`config.mk`:
```
export PLATFORM = sky130hd
export DESIGN_NAME = dsp_divider
export DESIGN_NICKNAME = d
export VERILOG_FILES = /design/src/hdl/dsp_pkg.sv /design/src/hdl/dsp_divider.sv
export SDC_FILE = /design/constraint.sdc
export NUM_CORES = 1
export LEC_CHECK = 0
export ABC_AREA = 1
export ABC_CLOCK_PERIOD_IN_PS = 2200
export BUFFER_PORTS_ARGS = -buffer_cell sky130_fd_sc_hd__buf_4
export CORE_UTILIZATION = 52
export DETAILED_ROUTE_END_ITERATION = 10
export PLACE_DENSITY_LB_ADDON = 0.2
export RECOVER_POWER = 100
export SETUP_SLACK_MARGIN = 0.2
export SLEW_MARGIN = 10
export SYNTH_ARGS = -nofsm -noshare
export SYNTH_HDL_FRONTEND = slang
export SYNTH_SLANG_ARGS = --single-unit
export TNS_END_PERCENT = 50
```
`constraint.sdc`:
```
create_clock -name clk -period 2.2 [get_ports clk]
set_input_delay 0.44 -clock clk [delete_from_list [all_inputs] [get_ports clk]]
set_output_delay 0.44 -clock clk [all_outputs]
set_load 0.01 [all_outputs]
```
`src/hdl/dsp_pkg.sv`:
```
// Shared constants, codes and types of the DAC sample player.
package dsp_pkg;

	// Sample store and stepping limits
	localparam int SAMPLE_DEPTH = 65536;
	localparam int MAX_STEP     = 16;
	localparam int ADDR_W       = $clog2(SAMPLE_DEPTH);

	// Field and register widths
	localparam int KIND_W  = 3;
	localparam int SADDR_W = 16;
	localparam int SVAL_W  = 8;
	localparam int DAC_W   = 8;
	localparam int POS_W   = 17;
	localparam int PHASE_W = 21;
	localparam int FRAC_W  = 16;
	localparam int RATE_W  = 20;
	localparam int VOL_W   = 11;
	localparam int CFG_W   = 20;
	localparam int CIDX_W  = 3;

	// Running sum of up to MAX_STEP samples and its count
	localparam int SUM_W = $clog2(MAX_STEP * 255 + 1);
	localparam int CNT_W = $clog2(MAX_STEP + 1);

	// Reset values and fixed levels
	localparam logic [RATE_W-1:0] RATE_RESET = RATE_W'(65536);
	localparam logic [VOL_W-1:0]  VOL_RESET  = VOL_W'(256);
	localparam logic [DAC_W-1:0]  SILENCE    = DAC_W'(128);

	// Item kinds
	localparam logic [KIND_W-1:0] KIND_TICK    = 3'd0;
	localparam logic [KIND_W-1:0] KIND_LOAD    = 3'd1;
	localparam logic [KIND_W-1:0] KIND_START   = 3'd2;
	localparam logic [KIND_W-1:0] KIND_RELEASE = 3'd3;
	localparam logic [KIND_W-1:0] KIND_STOP    = 3'd4;

	// Configuration register indexes
	localparam logic [CIDX_W-1:0] CFG_START_ADDR = 3'd0;
	localparam logic [CIDX_W-1:0] CFG_END_ADDR   = 3'd1;
	localparam logic [CIDX_W-1:0] CFG_LOOP_EN    = 3'd2;
	localparam logic [CIDX_W-1:0] CFG_RATE_INC   = 3'd3;
	localparam logic [CIDX_W-1:0] CFG_VOLUME     = 3'd4;
	localparam logic [CIDX_W-1:0] CFG_DAC_EN     = 3'd5;

	// Divider request and response
	typedef struct packed {
		logic             start;
		logic [SUM_W-1:0] dividend;
		logic [CNT_W-1:0] divisor;
	} div_req_t;

	typedef struct packed {
		logic             done;
		logic [SUM_W-1:0] quotient;
	} div_resp_t;

endpackage

```
`src/hdl/dsp_divider.sv`:
```
// Restoring divider, one quotient bit per cycle, for the sample average.
module dsp_divider (
	input  logic                clk,
	input  logic                arst_n,
	input  dsp_pkg::div_req_t   req,
	output dsp_pkg::div_resp_t  resp
);

	localparam int STEP_W = $clog2(dsp_pkg::SUM_W + 1);

	logic                       busy_q;
	logic                       done_q;
	logic [STEP_W-1:0]          step_q;
	logic [dsp_pkg::CNT_W-1:0]  rem_q;
	logic [dsp_pkg::SUM_W-1:0]  quo_q;
	logic [dsp_pkg::CNT_W-1:0]  divisor_q;
	logic [dsp_pkg::CNT_W:0]    shifted;
	logic [dsp_pkg::CNT_W+1:0]  trial;

	// Shift in the next dividend bit and try the subtraction
	assign shifted = {rem_q, quo_q[dsp_pkg::SUM_W-1]};
	assign trial   = {1'b0, shifted} - {2'b00, divisor_q};

	// Iterate over the dividend bits, most significant first
	always_ff @(posedge clk or negedge arst_n) begin
		if (!arst_n) begin
			busy_q <= 1'b0;
			done_q <= 1'b0;
			step_q <= '0;
		end else begin
			done_q <= 1'b0;
			if (req.start) begin
				busy_q <= 1'b1;
				step_q <= STEP_W'(dsp_pkg::SUM_W);
			end else if (busy_q) begin
				step_q <= step_q - STEP_W'(1);
				if (step_q == STEP_W'(1)) begin
					busy_q <= 1'b0;
					done_q <= 1'b1;
				end
			end
		end
	end

	// Hold the partial remainder and quotient
	always_ff @(posedge clk) begin
		if (req.start) begin
			rem_q     <= '0;
			quo_q     <= req.dividend;
			divisor_q <= req.divisor;
		end else if (busy_q) begin
			if (!trial[dsp_pkg::CNT_W+1]) begin
				rem_q <= trial[dsp_pkg::CNT_W-1:0];
				quo_q <= {quo_q[dsp_pkg::SUM_W-2:0], 1'b1};
			end else begin
				rem_q <= shifted[dsp_pkg::CNT_W-1:0];
				quo_q <= {quo_q[dsp_pkg::SUM_W-2:0], 1'b0};
			end
		end
	end

	assign resp.done     = done_q;
	assign resp.quotient = quo_q;

endmodule

```
# Word level (Yosys, flattened, before mapping)
# Index checks and enable logic that the tools add are counted.
[totals] register_bits=28 in_bits=20 word_cells=22 output_inout_bits=13
[op_classes] reduce_logical=1 mux=12 addsub=2 n_eq_ne=1
[op_table] op="two-way mux 12 bit" n=2
[op_table] op="two-way mux 4 bit" n=2
[op_table] op="two-way mux 1 bit" n=7
[op_table] op="subtractor 6 x 5 -> 7 bit" n=1
[op_table] op="two-way mux 5 bit" n=1
[op_table] op="equality test 4 x 1 -> 1 bit, second input constant" n=1
[op_table] op="subtractor 4 x 1 -> 4 bit, second input constant" n=1
[op_table] op="nonzero test 2 bit" n=1

# Longest topological paths before layout
# Gate-level depths: netlist of run 1.
[logic_depth] ltp_word=4 mapped_depth=11 depth_no_buf=11

# Worst setup path before layout of run 1
# Ideal clock, no wire load.
[synth_path] path_type="reg2reg" from="register quo_q[11] (netlist name)" to="register quo_q[0] (netlist name), data pin" path_stages_with_launch=9 required_ns=1.937 path_buffers=0 period_less_slack_ns=1.661 arrival_ns=1.398 path_slack_ns=0.539 setup_time_ns=0.263 cell_sequence="edfxtp_1 inv_1 ha_1 inv_1 fa_1 nand2_1 nand2_2 nand3_4 a31oi_1"
[synth_via] elab_chain_len=4
[synth_rtl] item="from (decl)" line="dsp_divider.sv:15" source="logic [dsp_pkg::SUM_W-1:0] quo_q;"
[synth_rtl] item="from (signal assigned)" line="dsp_divider.sv:49" source="quo_q <= req.dividend;"
[synth_rtl] item="from (signal assigned)" line="dsp_divider.sv:54" source="quo_q <= {quo_q[dsp_pkg::SUM_W-2:0], 1'b1};"
[synth_rtl] item="from (signal assigned)" line="dsp_divider.sv:57" source="quo_q <= {quo_q[dsp_pkg::SUM_W-2:0], 1'b0};"
[synth_rtl] item="subtractor 6 x 5 -> 7 bit" line="dsp_divider.sv:22" source="assign trial = {1'b0, shifted} - {2'b00, divisor_q};"
[synth_rtl] item="two-way mux 1 bit" line="dsp_divider.sv:52" source="if (!trial[dsp_pkg::CNT_W+1]) begin"
[synth_rtl] item="two-way mux 12 bit" line="dsp_divider.sv:51" source="end else if (busy_q) begin"
[synth_rtl] item="two-way mux 12 bit" line="dsp_divider.sv:47" source="if (req.start) begin"
# No other way between the ends. The select of a mux whose other input is x is not followed.
# A chain may end at the register's enable or synchronous reset.

# Final worst setup path of run 1
[layout_path] from="input port req[17] (netlist name)" to="register quo_q[4] (netlist name), enable pin"
[layout_via] elab_chain_len=1
[layout_rtl] item="from (decl)" line="dsp_divider.sv:5" source="input dsp_pkg::div_req_t req,"
[layout_rtl] item="nonzero test 2 bit (no line)"
# No other way between the ends.

==> results.rst, run 1 <==
.. list-table::
   :header-rows: 1

   * - Metric
     - Value
   * - Transition time at the pin with the least slew margin
     - 0.874 ns
   * - Net Count, Synth
     - approximately 170
   * - Drt first-iter violations
     - 14
   * - Max-cap violations
     - 0
   * - Cell taking the most area after synthesis
     - sky130_fd_sc_hd__edfxtp_1
   * - H-Tree Level Count
     - 1
   * - CP Data Required Time
     - 2.20 ns
   * - Initial antenna violation count
     - 0
   * - Sequential element share of the synthesized area
     - 54.6%
   * - Reg-to-reg setup timing slack
     - 0.45 ns
   * - Highest clock rate
     - 529 MHz
   * - Endpoints failing setup
     - 0
   * - FF+latch count, synth
     - 28
   * - Critical Path Source Type
     - primary input
   * - WP buf/inv
     - 2
   * - Total negative slack for setup checks
     - 0 ns
   * - Slowest stage delay, CP
     - between 0.6 and 0.7 ns
   * - Critical path cell sequence
     - clkbuf_1 -> nor2_1 -> inv_1
   * - Area Growth Syn to Fin
     - 16.7%
   * - Delay-heaviest family, CP
     - buffers and inverters
   * - Worst skew pair latency
     - roughly 0.33 ns
   * - Number of pins with negative max-slew slack in the final report
     - 0
   * - RePlAce Congestion
     - ~0.81
   * - Final net count
     - 208
   * - Post-Syn Instances
     - 146
   * - Residual overflow from global routing
     - 0
   * - Type of the most critical hold path
     - in -> reg
   * - Post-synth top area share
     - 36.7%
   * - Share of post-route cells with drive strength above 1
     - around 16%
   * - Cell Pwr Density
     - 888 nW/um^2
   * - Unique cell type count in the Yosys netlist
     - 27
   * - Wire length per cell after detailed routing
     - about 13 um
   * - # rows
     - 18
   * - Crit Path Max Fanout
     - 21
   * - Final critical-path setup slack
     - 0.310 ns
   * - HPWL after detailed placement
     - 2.03 mm
   * - Slowest cell on the critical path
     - sky130_fd_sc_hd__clkbuf_1
   * - Capturing element type of the critical path
     - flip-flop
   * - Final wirelength
     - 2.61 mm
   * - Die Span X
     - 53.8 um
   * - Post-CTS setup buffers
     - 0
   * - Number of diodes added for antenna fixing
     - 0
   * - Post-Synthesis Cell Area
     - 1390 um^2
   * - Initial core utilization
     - between 50% and 60%
   * - ANT nets after route
     - 0
   * - Critical path arrival
     - about 1.9 ns
   * - Global router's overall resource usage
     - ~20%
   * - Synthesized area per cell
     - 9.54 um^2
   * - Unrepaired setup endpoints after global routing
     - no
   * - Static leakage power
     - 0.772 nW
   * - WS Path Type
     - in -> reg
   * - Power after layout
     - 1.44 mW
   * - Post-cts repair resize count
     - 0
   * - CTS tree
     - done
   * - Number of warnings reported in the yosys synthesis log
     - 0
   * - Chip height
     - 53.8 um
   * - Via total after detailed routing
     - 1098
   * - Vias in the first global route
     - approximately 1000
   * - Core region area
     - between 2000 and 2500 um^2
   * - Worst IR Drop VDD
     - slightly above 0.0006 V
   * - Post-layout minimum cycle time
     - 1.89 ns
   * - Wire length of the first global-routing pass
     - 4.15 mm
   * - Max-slew headroom at the worst pin
     - 41.7%
   * - Root buffer selected by CTS
     - sky130_fd_sc_hd__clkbuf_4
   * - Routed vias/inst
     - 5.25
   * - Port Buffers
     - 32
   * - Die area
     - 2890 um^2
   * - Deepest clock path buffer count
     - 2
   * - Count of final hold-check violations
     - 0
   * - Count of TritonRoute iterations in the first routing pass
     - 5
   * - DRC Markers
     - 0
   * - Maximum number of pins on one net before global-route repair
     - 22
   * - I/O pin cnt
     - 33
   * - Inserted Clock Buffers
     - 3
   * - Setup Skew
     - 0.00218 ns
   * - Leading cell types by total area after synthesis
     - sky130_fd_sc_hd__edfxtp_1, sky130_fd_sc_hd__nand2_1, sky130_fd_sc_hd__dfrtp_1
   * - Clock tree sinks
     - 28
   * - Period Utilization, post-route
     - 85.9%
   * - Status
     - finished, final reports clean
   * - Reg clk slew, reported paths
     - 0.14 ns
   * - Worst Setup Slack post-DPL
     - 0.480 ns
## synthesized netlist by cell type
cell	number
sky130_fd_sc_hd__a21oi_1	5
sky130_fd_sc_hd__a31oi_1	1
sky130_fd_sc_hd__buf_2	3
sky130_fd_sc_hd__buf_4	1
sky130_fd_sc_hd__clkinv_2	1
sky130_fd_sc_hd__dfrtp_1	6
sky130_fd_sc_hd__dfxtp_1	5
sky130_fd_sc_hd__edfxtp_1	17
sky130_fd_sc_hd__fa_1	1
sky130_fd_sc_hd__ha_1	7
sky130_fd_sc_hd__inv_1	12
sky130_fd_sc_hd__inv_2	2
sky130_fd_sc_hd__nand2_1	54
sky130_fd_sc_hd__nand2_2	3
sky130_fd_sc_hd__nand2_4	1
sky130_fd_sc_hd__nand3_1	9
sky130_fd_sc_hd__nand3_4	1
sky130_fd_sc_hd__nand3b_1	3
sky130_fd_sc_hd__nor2_1	3
sky130_fd_sc_hd__nor2_2	1
sky130_fd_sc_hd__nor2_8	1
sky130_fd_sc_hd__nor4b_1	1
sky130_fd_sc_hd__o21ai_0	1
sky130_fd_sc_hd__o21ai_1	4
sky130_fd_sc_hd__o22ai_1	1
sky130_fd_sc_hd__or2_4	1
sky130_fd_sc_hd__xnor2_1	1
## repair_timing
| action | 4_1_cts | 5_1_grt |
|---|---|---|
| hold buffers | 1 | 0 |
| setup endpoints to repair | 0 | 0 |
| hold endpoints to repair | 6 | 0 |
## final timing paths
kind	start	end	cells past startpoint
worst min register to register	rem_q[3]	rem_q[3]	2
min in group asynchronous	arst_n	done_q	2
worst max-delay path	req[17]	quo_q[4]	3
worst min-delay path	req[1]	divisor_q[1]	1
worst max register to register	quo_q[11]	quo_q[0]	8
max in group asynchronous	arst_n	step_q[0]	2
## placed cells by master (no fill, tap or decap), types with 2 or more instances in the layout
cell / count
sky130_fd_sc_hd__nand3_1: 9
sky130_fd_sc_hd__ha_1: 7
sky130_fd_sc_hd__edfxtp_1: 17
sky130_fd_sc_hd__clkbuf_1: 15
sky130_fd_sc_hd__o21ai_0: 3
sky130_fd_sc_hd__dfrtp_1: 6
sky130_fd_sc_hd__clkbuf_4: 8
sky130_fd_sc_hd__dfxtp_1: 5
sky130_fd_sc_hd__nand3b_1: 3
sky130_fd_sc_hd__nand2_1: 54
sky130_fd_sc_hd__inv_1: 14
sky130_fd_sc_hd__buf_4: 12
sky130_fd_sc_hd__o21ai_1: 2
sky130_fd_sc_hd__a21oi_1: 5
sky130_fd_sc_hd__nor2_1: 4
sky130_fd_sc_hd__nand2_2: 3
## kinds of logic (layout without fill, tap and decap cells)
kind of cell / count (synthesis) / after routing / share of synthesized area [%]
xor gates and xnor gates: 1 / 1 / 0.629
AOI/OAI and AO/OA: 12 / 12 / 4.49
adders and majority gates: 8 / 8 / 7.73
and+or+nand+nor: 78 / 78 / 26.8
DFF: 28 / 28 / 54.6
buffers and inverters: 19 / 52 / 5.75
## registers in the layout, summed over array words and instances (netlist names)
name,cells
divisor_q,5
rem_q,5
step_q,4
quo_q,12
busy_q,1
done_q,1
## through the flow
step	hold WS [ns]	std cells	area, um^2	util (%)
global route	0.281	209	1630	65.0
floorplan	0.144	146	1390	-
finish	0.290	209	1630	65.0
CTS	0.261	209	1680	67.4
global placement	0.248	204	1650	65.9
detailed placement	0.252	204	1650	65.9
## power breakdown
group	leakage [nW]	internal [mW]	switching [mW]
Sequential	0.290	0.648	0.0749
Combinational	0.467	0.221	0.280
Clock	0.0154	0.0669	0.152
## area by class of cell
type,count,area [um^2]
Fill cell,226,875
Clock inverter,1,3.75
Tap cell,30,37.5
Timing Repair Buffer,33,194
Inverter,15,57.6
Multi-Input combinational cell,99,549
Clock buffer,3,22.5
Sequential cell,28,761
## metal layers
layer  vias to the layer above  track usage, %  part of all wire (%)
li1                        542               -                     -
met1                       516            20.9                    40
met2                        33            38.7                    54
met3                         7            2.82                   3.4
met4                         0            11.8                   2.6
met5                         -               0                     0
Power figures use the tool's default switching activity.
==> run 2: changes to the inputs <==
- ABC_AREA: 1 -> not set
==> results.rst, run 2 <==
.. list-table::
   :header-rows: 1

   * - Metric
     - Value
   * - ANT nets after route
     - 0
   * - Number of warnings reported in the yosys synthesis log
     - 0
   * - Sequential element share of the synthesized area
     - 56.3%
   * - Synthesized area per cell
     - 12.7 um^2
   * - Inserted Clock Buffers
     - 3
   * - Number of diodes added for antenna fixing
     - 0
   * - Clock tree sinks
     - 28
   * - Final wirelength
     - 2.26 mm
   * - Dominant synthesized flop cell
     - sky130_fd_sc_hd__edfxtp_1
   * - Maximum number of pins on one net before global-route repair
     - 26
   * - Max-cap violations
     - 0
   * - Transition time at the pin with the least slew margin
     - 0.457 ns
   * - DRC Markers
     - 0
   * - HPWL after detailed placement
     - 1.71 mm
   * - Initial core utilization
     - roughly 55%
   * - RePlAce Congestion
     - 0.832
   * - Status
     - finished, final reports clean
   * - Critical path arrival
     - 2.07 ns
   * - Number of placed instances, taps included
     - 164
   * - Biggest regs
     - quo_q x12, divisor_q x5, rem_q x5
   * - Die Span X
     - 53.0 um
   * - Initial antenna violation count
     - 0
   * - Reg clk slew, reported paths
     - 0.14 ns
   * - Worst skew pair latency
     - 0.32 ns
   * - Count of final hold-check violations
     - 0
   * - Unrepaired setup endpoints after global routing
     - yes
   * - Crit Path Max Fanout
     - 6
   * - Worst IR Drop VDD
     - 0.000660 V
   * - Share of post-route cells with drive strength above 1
     - 29.1%
   * - Flip-flop count of the largest register after layout
     - 12
   * - Wire length of the first global-routing pass
     - 3.60 mm
   * - Chip height
     - 53.0 um
   * - FFs w/ async S/R, synth
     - 21.4%
   * - # rows
     - 18
   * - Static leakage power
     - 0.669 nW
   * - Most used standard cells in the synthesized netlist
     - sky130_fd_sc_hd__edfxtp_1, sky130_fd_sc_hd__mux2_2, sky130_fd_sc_hd__inv_1
   * - Core region area
     - 2450 um^2
   * - I/O pin cnt
     - 33
   * - Setup Skew
     - between 0.005 and 0.006 ns
   * - Residual overflow from global routing
     - 0
   * - Area Growth Syn to Fin
     - 19.8%
   * - Total negative slack for setup checks
     - 0 ns
   * - Most numerous cell in the Yosys netlist
     - sky130_fd_sc_hd__edfxtp_1
   * - Deepest clock path buffer count
     - 2
   * - H-Tree Level Count
     - 1
   * - Synthesized-area fraction occupied by adder cells
     - 7.97%
   * - Global router's overall resource usage
     - 18.4%
   * - FF+latch count, synth
     - 28
   * - Area fraction in and, or, nand and nor cells after synthesis
     - about 7.3%
   * - Count of fill cells added during filler insertion
     - slightly below 200
   * - Top reg by flops
     - quo_q
   * - Vias in the first global route
     - about 870
   * - Wire length per cell after detailed routing
     - 13.2 um
   * - Post-Syn Instances
     - 106
   * - Highest clock rate
     - 504 MHz
   * - Final net count
     - 170
   * - Die area
     - 2800 um^2
   * - Cell Pwr Density
     - 838 nW/um^2
   * - Number of pins with negative max-slew slack in the final report
     - 0
   * - Count of TritonRoute iterations in the first routing pass
     - 4
   * - Commonest non-fill, non-tap cells in the layout
     - sky130_fd_sc_hd__edfxtp_1, sky130_fd_sc_hd__buf_4, sky130_fd_sc_hd__clkbuf_1
   * - Port Buffers
     - 32
   * - Storage element area
     - 761 um^2
   * - Number of flops mapped to enable cells by yosys
     - 17
   * - Critical Path Source Type
     - flip-flop
   * - Period Utilization, post-route
     - 90.1%
   * - Post-layout minimum cycle time
     - 1.98 ns
   * - Via total after detailed routing
     - 880
   * - Drt first-iter violations
     - 11
   * - Multiplexer share of the synthesized area
     - 12.2%
   * - Multi-input gate area in the final layout
     - 543 um^2
   * - Capturing element type of the critical path
     - flip-flop
   * - Cell taking the most area after synthesis
     - sky130_fd_sc_hd__edfxtp_1
   * - CTS tree
     - done
   * - Main combinational cell family by area after synthesis
     - multiplexers
   * - Max-slew headroom at the worst pin
     - 69.5%
   * - Post-synth top area share
     - roughly 38%
   * - Type of the most critical hold path
     - in -> reg
   * - WS Path Type
     - reg -> reg
   * - Most common library cell in the layout ignoring fill and taps
     - sky130_fd_sc_hd__edfxtp_1
   * - Post-synthesis compound-gate area fraction
     - under 10%
   * - Xor/xnor cell area share of the yosys netlist
     - 2.59%
   * - Root buffer selected by CTS
     - sky130_fd_sc_hd__clkbuf_4
   * - Endpoints failing setup
     - 0
   * - Routed vias/inst
     - roughly 5.1
   * - Post-Synthesis Cell Area
     - 1350 um^2
   * - Leading cell types by total area after synthesis
     - sky130_fd_sc_hd__edfxtp_1, sky130_fd_sc_hd__dfrtp_1, sky130_fd_sc_hd__mux2_2
   * - Power after layout
     - 1.36 mW
   * - Unique cell type count in the Yosys netlist
     - 31
   * - Net Count, Synth
     - 134
   * - CP Data Required Time
     - approximately 2.3 ns
   * - Number of cells in the finished layout apart from fillers
     - 171
[run 2: timing repair]
action                                  CTS  global route
gates resized for setup                   0             1
setup buffers                             1             1
pin swaps                                 2             0
endpoints found under the hold margin     6             0
endpoints found under the setup margin    1             3
hold buffers                              1             0
[run 2: cells by family after synthesis]
| group | count (synthesis) |
|---|---|
| AO/OA/AOI/OAI | 17 |
| AND/OR/NAND/NOR | 21 |
| flip-flops | 28 |
| buffers and inverters | 13 |
| XOR/XNOR | 4 |
| multiplexers | 15 |
| adder cells (fa/ha/maj) | 8 |
[run 2: layer usage]
layer	GRT usage [%]	routed length, um
met2	33.1	1160
met4	6.14	16
met1	21.6	989
met5	0	0
met3	3.74	91
[run 2: layout make-up]
class                           instances  area share (%)
Multi-Input combinational cell         65            33.6
Clock buffer                            3            1.39
Sequential cell                        28            47.0
Timing Repair Buffer                   35            13.4
Clock inverter                          1           0.232
Tap cell                               30            2.32
Inverter                                9            2.09
[run 2: final timing paths]
path | from | endpoint | slack, ns | cells past startpoint
max in group asynchronous | arst_n | done_q | 1.46 | 2
min reg2reg | rem_q[4] | rem_q[4] | 0.50 | 2
max | quo_q[11] | quo_q[0] | 0.22 | 7
min | req[0] | divisor_q[0] | 0.31 | 1
min in group asynchronous | arst_n | busy_q | 0.50 | 2
max reg2reg | quo_q[11] | quo_q[0] | 0.22 | 7
[run 2: power by group]
part / switching (mW) / internal (mW) / total, mW
logic: 0.216 / 0.217 / 0.433
clock network: 0.142 / 0.0664 / 0.209
registers: 0.0620 / 0.652 / 0.714
[run 2: stage by stage]
step | instance area [um^2] | setup WS, ns | utilization, % | hold WS [ns]
global route | 1620 | 0.140 | 65.9 | 0.288
finish | 1620 | 0.217 | 65.9 | 0.306
floorplan | 1360 | 0.200 | - | 0.144
CTS | 1660 | 0.214 | 67.6 | 0.279
global placement | 1620 | 0.230 | 65.8 | 0.249
detailed placement | 1620 | 0.170 | 65.8 | 0.252
[run 2: critical path, stage by stage (launching register included)]
cell                       delay [ns]
sky130_fd_sc_hd__edfxtp_1        0.41
sky130_fd_sc_hd__inv_1           0.09
sky130_fd_sc_hd__ha_1            0.16
sky130_fd_sc_hd__inv_1           0.05
sky130_fd_sc_hd__fa_2            0.38
sky130_fd_sc_hd__a211oi_4        0.27
sky130_fd_sc_hd__o21ai_4         0.12
sky130_fd_sc_hd__mux2_2          0.28
